### src/rtl/core/salsa_pkg.sv
// ----------------------------------------------------------------------------
// salsa_pkg
// Shared types, constants and helpers for the Salsa20/20 core block.
// ----------------------------------------------------------------------------
`default_nettype none

package salsa_pkg;

	localparam int DOUBLE_ROUNDS_DEF = 10;
	localparam int BLOCK_WORDS       = 16;
	localparam int WORD_W            = 32;
	localparam int LANES             = 4;

	// rotate amounts of the four quarter-round steps
	localparam int ROT_S0 = 7;
	localparam int ROT_S1 = 9;
	localparam int ROT_S2 = 13;
	localparam int ROT_S3 = 18;

	typedef logic [WORD_W-1:0] word_t;
	typedef logic [3:0]        widx_t;
	typedef logic [1:0]        sub_t;

	// controller to datapath commands
	typedef struct packed {
		logic load;   // shift a new word into both stores
		logic step;   // run one quarter-round step on all four lanes
		sub_t sub;    // which of the four steps
		logic xpose;  // last step of a half round: transpose the state
		logic shift;  // result transaction taken: advance output word
	} dp_cmd_t;

	function automatic word_t rotl_step(word_t v, sub_t sub);
		word_t r;
		case (sub)
			2'd0: r = (v << ROT_S0) | (v >> (WORD_W - ROT_S0));
			2'd1: r = (v << ROT_S1) | (v >> (WORD_W - ROT_S1));
			2'd2: r = (v << ROT_S2) | (v >> (WORD_W - ROT_S2));
			default: r = (v << ROT_S3) | (v >> (WORD_W - ROT_S3));
		endcase
		return r;
	endfunction

endpackage

`default_nettype wire

### src/rtl/core/salsa20_core_block_top.sv
// ----------------------------------------------------------------------------
// salsa20_core_block_top
// Salsa20 core: loads a 16-word block, runs the double rounds, emits 16 words.
// ----------------------------------------------------------------------------
//  channel | handshake              | payload
//  in      | in_valid / in_stall    | in_word[31:0]
//  out     | out_valid / out_stall  | out_word[31:0], out_last
//
//  Load takes 16 input transactions, one per cycle at best.
//  Compute runs 8 * DOUBLE_ROUNDS steps (80 by default): the four
//  quarter-round lanes do one add-rotate-xor step each per cycle.
//  Emit takes 16 output transactions.
//  Reset clears the controller only; the word stores are filled by loading.
//  in_stall is high outside the load phase; out_stall holds the current word.
// ----------------------------------------------------------------------------
`default_nettype none

module salsa20_core_block_top #(
	parameter int DOUBLE_ROUNDS = salsa_pkg::DOUBLE_ROUNDS_DEF
) (
	input  wire logic        clk,
	input  wire logic        arst_n,
	input  wire logic        in_valid,
	output logic             in_stall,
	input  wire logic [31:0] in_word,
	output logic             out_valid,
	input  wire logic        out_stall,
	output logic [31:0]      out_word,
	output logic             out_last
);

	salsa_pkg::dp_cmd_t cmd;

	salsa_ctrl #(
		.DOUBLE_ROUNDS(DOUBLE_ROUNDS)
	) u_ctrl (
		.clk       (clk),
		.arst_n    (arst_n),
		.in_valid  (in_valid),
		.in_stall  (in_stall),
		.out_valid (out_valid),
		.out_stall (out_stall),
		.out_last  (out_last),
		.cmd       (cmd)
	);

	salsa_dp u_dp (
		.clk      (clk),
		.cmd      (cmd),
		.in_word  (in_word),
		.out_word (out_word)
	);

endmodule

`default_nettype wire

### src/rtl/core/salsa_dp.sv
// ----------------------------------------------------------------------------
// salsa_dp
// Datapath: input and working stores, four quarter-round lanes, final add.
// ----------------------------------------------------------------------------
`default_nettype none

module salsa_dp (
	input  wire logic               clk,
	input  wire salsa_pkg::dp_cmd_t cmd,
	input  wire salsa_pkg::word_t   in_word,
	output salsa_pkg::word_t        out_word
);

	salsa_pkg::word_t orig_q [salsa_pkg::BLOCK_WORDS];
	salsa_pkg::word_t work_q [salsa_pkg::BLOCK_WORDS];
	salsa_pkg::word_t step_v [salsa_pkg::BLOCK_WORDS];
	salsa_pkg::word_t work_d [salsa_pkg::BLOCK_WORDS];

	// Each lane works on a column: lane q, position j sits at index {q+j, q}.
	// After a step the lane's four words rotate by one place, so the next
	// step acts on the same fixed positions. The transpose at the end of a
	// half round turns the next column round into a row round.
	always_comb begin
		logic [1:0]       k0, k1, k2, k3;
		salsa_pkg::word_t p0, p1, p2, p3;
		step_v = work_q;
		for (int q = 0; q < salsa_pkg::LANES; q++) begin
			k0 = 2'(q);
			k1 = 2'(q + 1);
			k2 = 2'(q + 2);
			k3 = 2'(q + 3);
			p0 = work_q[{k0, 2'(q)}];
			p1 = work_q[{k1, 2'(q)}];
			p2 = work_q[{k2, 2'(q)}];
			p3 = work_q[{k3, 2'(q)}];
			step_v[{k0, 2'(q)}] = p1 ^ salsa_pkg::rotl_step(p0 + p3, cmd.sub);
			step_v[{k1, 2'(q)}] = p2;
			step_v[{k2, 2'(q)}] = p3;
			step_v[{k3, 2'(q)}] = p0;
		end
		work_d = step_v;
		if (cmd.xpose) begin
			for (int r = 0; r < 4; r++) begin
				for (int c = 0; c < 4; c++) begin
					work_d[{2'(r), 2'(c)}] = step_v[{2'(c), 2'(r)}];
				end
			end
		end
	end

	always_ff @(posedge clk) begin
		if (cmd.load) begin
			for (int i = 0; i < salsa_pkg::BLOCK_WORDS - 1; i++) begin
				orig_q[i] <= orig_q[i+1];
				work_q[i] <= work_q[i+1];
			end
			orig_q[salsa_pkg::BLOCK_WORDS-1] <= in_word;
			work_q[salsa_pkg::BLOCK_WORDS-1] <= in_word;
		end else if (cmd.step) begin
			work_q <= work_d;
		end else if (cmd.shift) begin
			for (int i = 0; i < salsa_pkg::BLOCK_WORDS - 1; i++) begin
				orig_q[i] <= orig_q[i+1];
				work_q[i] <= work_q[i+1];
			end
			orig_q[salsa_pkg::BLOCK_WORDS-1] <= orig_q[0];
			work_q[salsa_pkg::BLOCK_WORDS-1] <= work_q[0];
		end
	end

	assign out_word = orig_q[0] + work_q[0];

endmodule

`default_nettype wire

### src/rtl/core/salsa_ctrl.sv
// ----------------------------------------------------------------------------
// salsa_ctrl
// Controller: load / run / emit sequencing and step, half-round and word counts.
// ----------------------------------------------------------------------------
`default_nettype none

module salsa_ctrl #(
	parameter int DOUBLE_ROUNDS = salsa_pkg::DOUBLE_ROUNDS_DEF
) (
	input  wire logic          clk,
	input  wire logic          arst_n,
	input  wire logic          in_valid,
	output logic               in_stall,
	output logic               out_valid,
	input  wire logic          out_stall,
	output logic               out_last,
	output salsa_pkg::dp_cmd_t cmd
);

	localparam int HALF_N = 2 * DOUBLE_ROUNDS;
	localparam int HALF_W = $clog2(HALF_N);

	typedef enum logic [2:0] {
		ST_LOAD = 3'b001,
		ST_RUN  = 3'b010,
		ST_EMIT = 3'b100
	} state_t;

	state_t              state_q, state_d;
	logic [3:0]          word_cnt_q;
	salsa_pkg::sub_t     sub_q;
	logic [HALF_W-1:0]   half_q;
	logic                in_acc, out_acc, last_half;

	assign in_acc    = in_valid && (state_q == ST_LOAD);
	assign out_acc   = (state_q == ST_EMIT) && !out_stall;
	assign last_half = (half_q == HALF_W'(HALF_N - 1));

	assign in_stall  = (state_q != ST_LOAD);
	assign out_valid = (state_q == ST_EMIT);
	assign out_last  = (word_cnt_q == 4'(salsa_pkg::BLOCK_WORDS - 1));

	assign cmd.load  = in_acc;
	assign cmd.step  = (state_q == ST_RUN);
	assign cmd.sub   = sub_q;
	assign cmd.xpose = (sub_q == 2'd3);
	assign cmd.shift = out_acc;

	always_comb begin
		state_d = state_q;
		case (state_q)
			ST_LOAD: begin
				if (in_acc && out_last) state_d = ST_RUN;
			end
			ST_RUN: begin
				if (cmd.xpose && last_half) state_d = ST_EMIT;
			end
			ST_EMIT: begin
				if (out_acc && out_last) state_d = ST_LOAD;
			end
			default: state_d = ST_LOAD;
		endcase
	end

	always_ff @(posedge clk or negedge arst_n) begin
		if (!arst_n) begin
			state_q    <= ST_LOAD;
			word_cnt_q <= '0;
			sub_q      <= '0;
			half_q     <= '0;
		end else begin
			state_q <= state_d;
			// word count serves both the load and the emit phase
			if (in_acc || out_acc) word_cnt_q <= word_cnt_q + 4'd1;
			if (state_q == ST_RUN) begin
				sub_q <= sub_q + 2'd1;
				if (cmd.xpose) half_q <= last_half ? '0 : half_q + HALF_W'(1);
			end
		end
	end

`ifndef SYNTHESIS
	a_load_to_run: assert property (@(posedge clk) disable iff (!arst_n)
		(in_acc && out_last) |=> (state_q == ST_RUN))
		else $error("run did not start after the sixteenth input word");

	a_emit_to_load: assert property (@(posedge clk) disable iff (!arst_n)
		(out_acc && out_last) |=> (state_q == ST_LOAD && word_cnt_q == 4'd0))
		else $error("block did not return to load after last result");

	a_run_entry: assert property (@(posedge clk) disable iff (!arst_n)
		$rose(state_q == ST_RUN) |-> (sub_q == 2'd0 && half_q == '0 && word_cnt_q == 4'd0))
		else $error("run entered with stale counters");

	a_half_adv: assert property (@(posedge clk) disable iff (!arst_n)
		(state_q == ST_RUN && cmd.xpose && !last_half) |=>
		(state_q == ST_RUN && half_q == $past(half_q) + HALF_W'(1)))
		else $error("half-round count did not advance");
`endif

endmodule

`default_nettype wire

### config.mk
export PLATFORM = sky130hd
export DESIGN_NAME = salsa20_core_block_top
export DESIGN_NICKNAME = d
export VERILOG_FILES = /design/src/rtl/core/salsa_pkg.sv /design/src/rtl/core/salsa20_core_block_top.sv /design/src/rtl/core/salsa_dp.sv /design/src/rtl/core/salsa_ctrl.sv
export SDC_FILE = /design/constraint.sdc
export NUM_CORES = 2
export LEC_CHECK = 0
export BUFFER_PORTS_ARGS = -buffer_cell sky130_fd_sc_hd__buf_2
export CORE_MARGIN = 4
export CORE_UTILIZATION = 40
export CTS_BUF_LIST = sky130_fd_sc_hd__clkbuf_2 sky130_fd_sc_hd__clkbuf_4 sky130_fd_sc_hd__clkbuf_8
export CTS_CLUSTER_SIZE = 10
export DETAILED_ROUTE_END_ITERATION = 10
export GPL_TIMING_DRIVEN = 0
export SETUP_SLACK_MARGIN = 0.3
export SYNTH_ARGS = -nofsm -noshare
export SYNTH_HDL_FRONTEND = slang
export SYNTH_HIERARCHICAL = 1
export SYNTH_SLANG_ARGS = --single-unit
### constraint.sdc
create_clock -name clk -period 33.2 [get_ports clk]
set_input_delay 4.98 -clock clk [delete_from_list [all_inputs] [get_ports clk]]
set_output_delay 4.98 -clock clk [all_outputs]
set_load 0.02 [all_outputs]
==> impl_metrics.json <==
{
  "synthSimpleGateAreaFrac_pct": 9.22,
  "syn2layout_area_growth_pct": 12.2,
  "synth_top_area_share_pct": 57.1,
  "ant_nets": 0,
  "dp_cells": 6311,
  "synth-compound-area-share_pct": 13.2,
  "synthMuxAreaShare_pct": 9.95,
  "hp-class": "reg -> reg",
  "vdd_drop_max_mv": 0.0400,
  "worstMarginPinSlew_ps": 1560,
  "firstDrtPassIters": 5,
  "cp_max_fo": 7,
  "switching_share_pct": 40.7,
  "layout_commonest_cell": "edfxtp_1",
  "htree_levels": 4,
  "drt_wl_total_mm": 234,
  "criticalPathCategory": "reg -> out",
  "fin_crit_sh_pct": 29.8,
  "n_fill_cell": 12400,
  "slew_headroom_pct": -4.17,
  "drt-initial-drc-count": 6051,
  "finalSetupTns_ps": 0,
  "cts_root_buf": "clkbuf_8",
  "chipHeight_um": 375,
  "ios": 71,
  "insertion_delay_ps": 940,
  "finalNonFillerCells": 6628,
  "ys.flop_type": "edfxtp_1",
  "drc": 0,
  "postCtsSetupRepairBufs": 0,
  "grt-ovfl-total": 0,
  "syn_area_um2": 53800,
  "slowest_delay_ps": 750,
  "end_kind": "output pin",
  "status": "finished, violations left",
  "cts_tree": "yes",
  "p_int_uw": 2930,
  "cts-hold-fix-buffers": 0,
  "synthXorXnorAreaFrac_pct": 3.84,
  "cpMaxStageDelayCell": "edfxtp_1",
  "period_needed_ps": 9900,
  "multi_input_area_um2": 21600,
  "syn_avg_cell_area_um2": 12.1,
  "layout-drive-gt1-share_pct": 11.6,
  "final_max_slew_viol_count": 12,
  "worstPathRequired_ps": 28220,
  "path_common_cell": "a21oi_1",
  "place_congestion": 1.08,
  "grt_pass1_wl_mm": 316,
  "path_cells": "ha_1, a21oi_1, o21ai_0, a221oi_1, o221ai_1, and3_1, o2111ai_1, nand3_1, a31o_2, a21oi_1, xnor2_1, buf_2",
  "syn_nets": 4652,
  "synthDistinctLibCells": 94,
  "cellPowerDensity_nw_per_um2": 81.8,
  "setup_viol": 0,
  "via_count": 41500,
  "rsz0062_at_grt": "no",
  "drv_cap": 2,
  "finalClockSkew_ps": 42.4,
  "crit_family": "compound AO/OA/AOI/OAI gates",
  "synth_top_family_by_area": "compound AO/OA/AOI/OAI gates",
  "ys_seq_area_share_pct": 57.8,
  "clk_path_buf_depth": 3,
  "io_buffer_count": 70,
  "yosys_warnings": 6,
  "switchingPower_uw": 2010,
  "violations": "max-capacitance violations, max-slew violations",
  "crit_buf_inv": 1,
  "mostFrequentLayoutCells": "edfxtp_1 (1024), nand2_1 (571), o21ai_0 (514)",
  "grtUsageTotal_pct": 32.5,
  "clock.fmax_mhz": 101,
  "critPathArrivalTime_ps": 4920,
  "cts.reportedPaths.clkPinSlew_ps": 60,
  "power.leakage_uw": 0.0216,
  "post-dp-hpwl_mm": 181,
  "core-area_um2": 134000,
  "synth_edf_count": 1024,
  "final_hold_viol_count": 0,
  "avgRoutedWirePerCell_um": 35.3,
  "synth_top_area_cell": "edfxtp_1",
  "grt_antenna_before_repair": 5,
  "nets": 4917,
  "fp.dieW_um": 375,
  "post_drt_via_cell_ratio": 6.27,
  "synthTopCellsByArea": "edfxtp_1 (57%), mux2i_1 (5.9%), o21ai_0 (4.8%), nand2_1 (4.0%), ha_1 (3.7%)",
  "cts_resized": 0,
  "crit_path_start_kind": "register",
  "regArea_um2": 31100,
  "cts.sinks": 1038,
  "rows": 134,
  "pwr-share-clk_pct": 23.7,
  "post_synth_inst_count": 4453,
  "power_frac_seq_pct": 40.4,
  "cts_made_buffers": 172,
  "ys_seq_elements": 1038,
  "grt_pass1_vias": 38800,
  "ys_async_sr_fraction_pct": 1.35,
  "yosys.area_share.adder_pct": 3.86,
  "grt_max_degree": 78,
  "die_area_um2": 141000,
  "start_util_pct": 40.3,
  "pwr-share-comb_pct": 35.9
}
## power groups by stage
stage / registers [uW] / logic (uW) / clock network [uW]
floorplan: 1960 / 1020 / 0
global placement: 2140 / 1650 / 0
detailed placement: 2010 / 1680 / 0
CTS: 1990 / 1690 / 1200
global route: 2000 / 1840 / 1260
finish: 2000 / 1770 / 1170
## flip-flops by register name, indices dropped and copies added, names as in the netlist
signal and cells:
u_ctrl/half_q 5, u_dp/step_v 384, u_dp/orig_q 512, u_ctrl/word_cnt_q 4
u_ctrl/state_q 3, u_ctrl/sub_q 2, u_dp/work_q 128
## synthesized netlist by cell type (38+ instances only)
cell and count:
and2_1 50, edfxtp_1 1024, a21oi_1 173, nor2_1 151, nand2_1 571, ha_1 158, a211oi_1 41, clkbuf_1 224
a21o_1 73, nand3_1 71, nor3_1 38, mux2i_1 320, nand4_1 42, xnor2_1 143, o21ai_0 515, mux2_2 122
inv_1 68, xor2_1 93
## final cells by class
type | instances | share of cell area (%)
antenna | 5 | 0.0207
buffer | 244 | 1.53
clock buffer | 225 | 4.59
clock inverter | 86 | 1.22
inverter | 69 | 0.429
multi-input combinational | 3102 | 35.7
sequential | 1038 | 51.5
tap | 1768 | 3.66
timing repair buffer | 91 | 1.33
## per-layer routing
layer | routed length [um] | GRT usage (%)
met1 | 96700 | 44.6
met2 | 95900 | 45.9
met5 | 15 | 0
met4 | 16900 | 19.9
met3 | 24400 | 8.51
## logic make-up after synthesis
logic type,Yosys count
adders and majority gates,163
AOI/OAI and AO/OA,1140
and+or+nand+nor,1085
xor gates and xnor gates,236
muxes,478
buffers and inverters,313
DFF,1038
## metrics by stage
stage / setup WS, ps / hold slack [ps] / area (um^2) / total power (uW) / util (%)
4_1_cts: 23270 / 376 / 60400 / 4880 / 45.2
6_report: 23300 / 396 / 60400 / 4940 / 45.2
2_1_floorplan: 15740 / 400 / 53800 / 2980 / -
5_1_grt: 23130 / 373 / 60400 / 5110 / 45.2
3_5_place_dp: 23650 / 405 / 56900 / 3690 / 42.6
3_3_place_gp: 9610 / 401 / 56400 / 3790 / 42.2
## worst paths after layout
path / from / end / slack [ps] / cells past startpoint
hold / removal: u_dp/orig_q[0][501] / u_dp/orig_q[0][469] / 400 / 0
setup reg to reg: u_ctrl/sub_q[0] / u_dp/step_v[289] / 27070 / 8
setup / recovery: u_dp/step_v[106] / out_word[31] / 23300 / 12
hold reg to reg: u_dp/orig_q[0][501] / u_dp/orig_q[0][469] / 400 / 0
max in group asynchronous: arst_n / u_ctrl/state_q[0] / 28970 / 1
min in group asynchronous: arst_n / u_ctrl/state_q[2] / 3940 / 1
(Power assumes the default switching activity.)
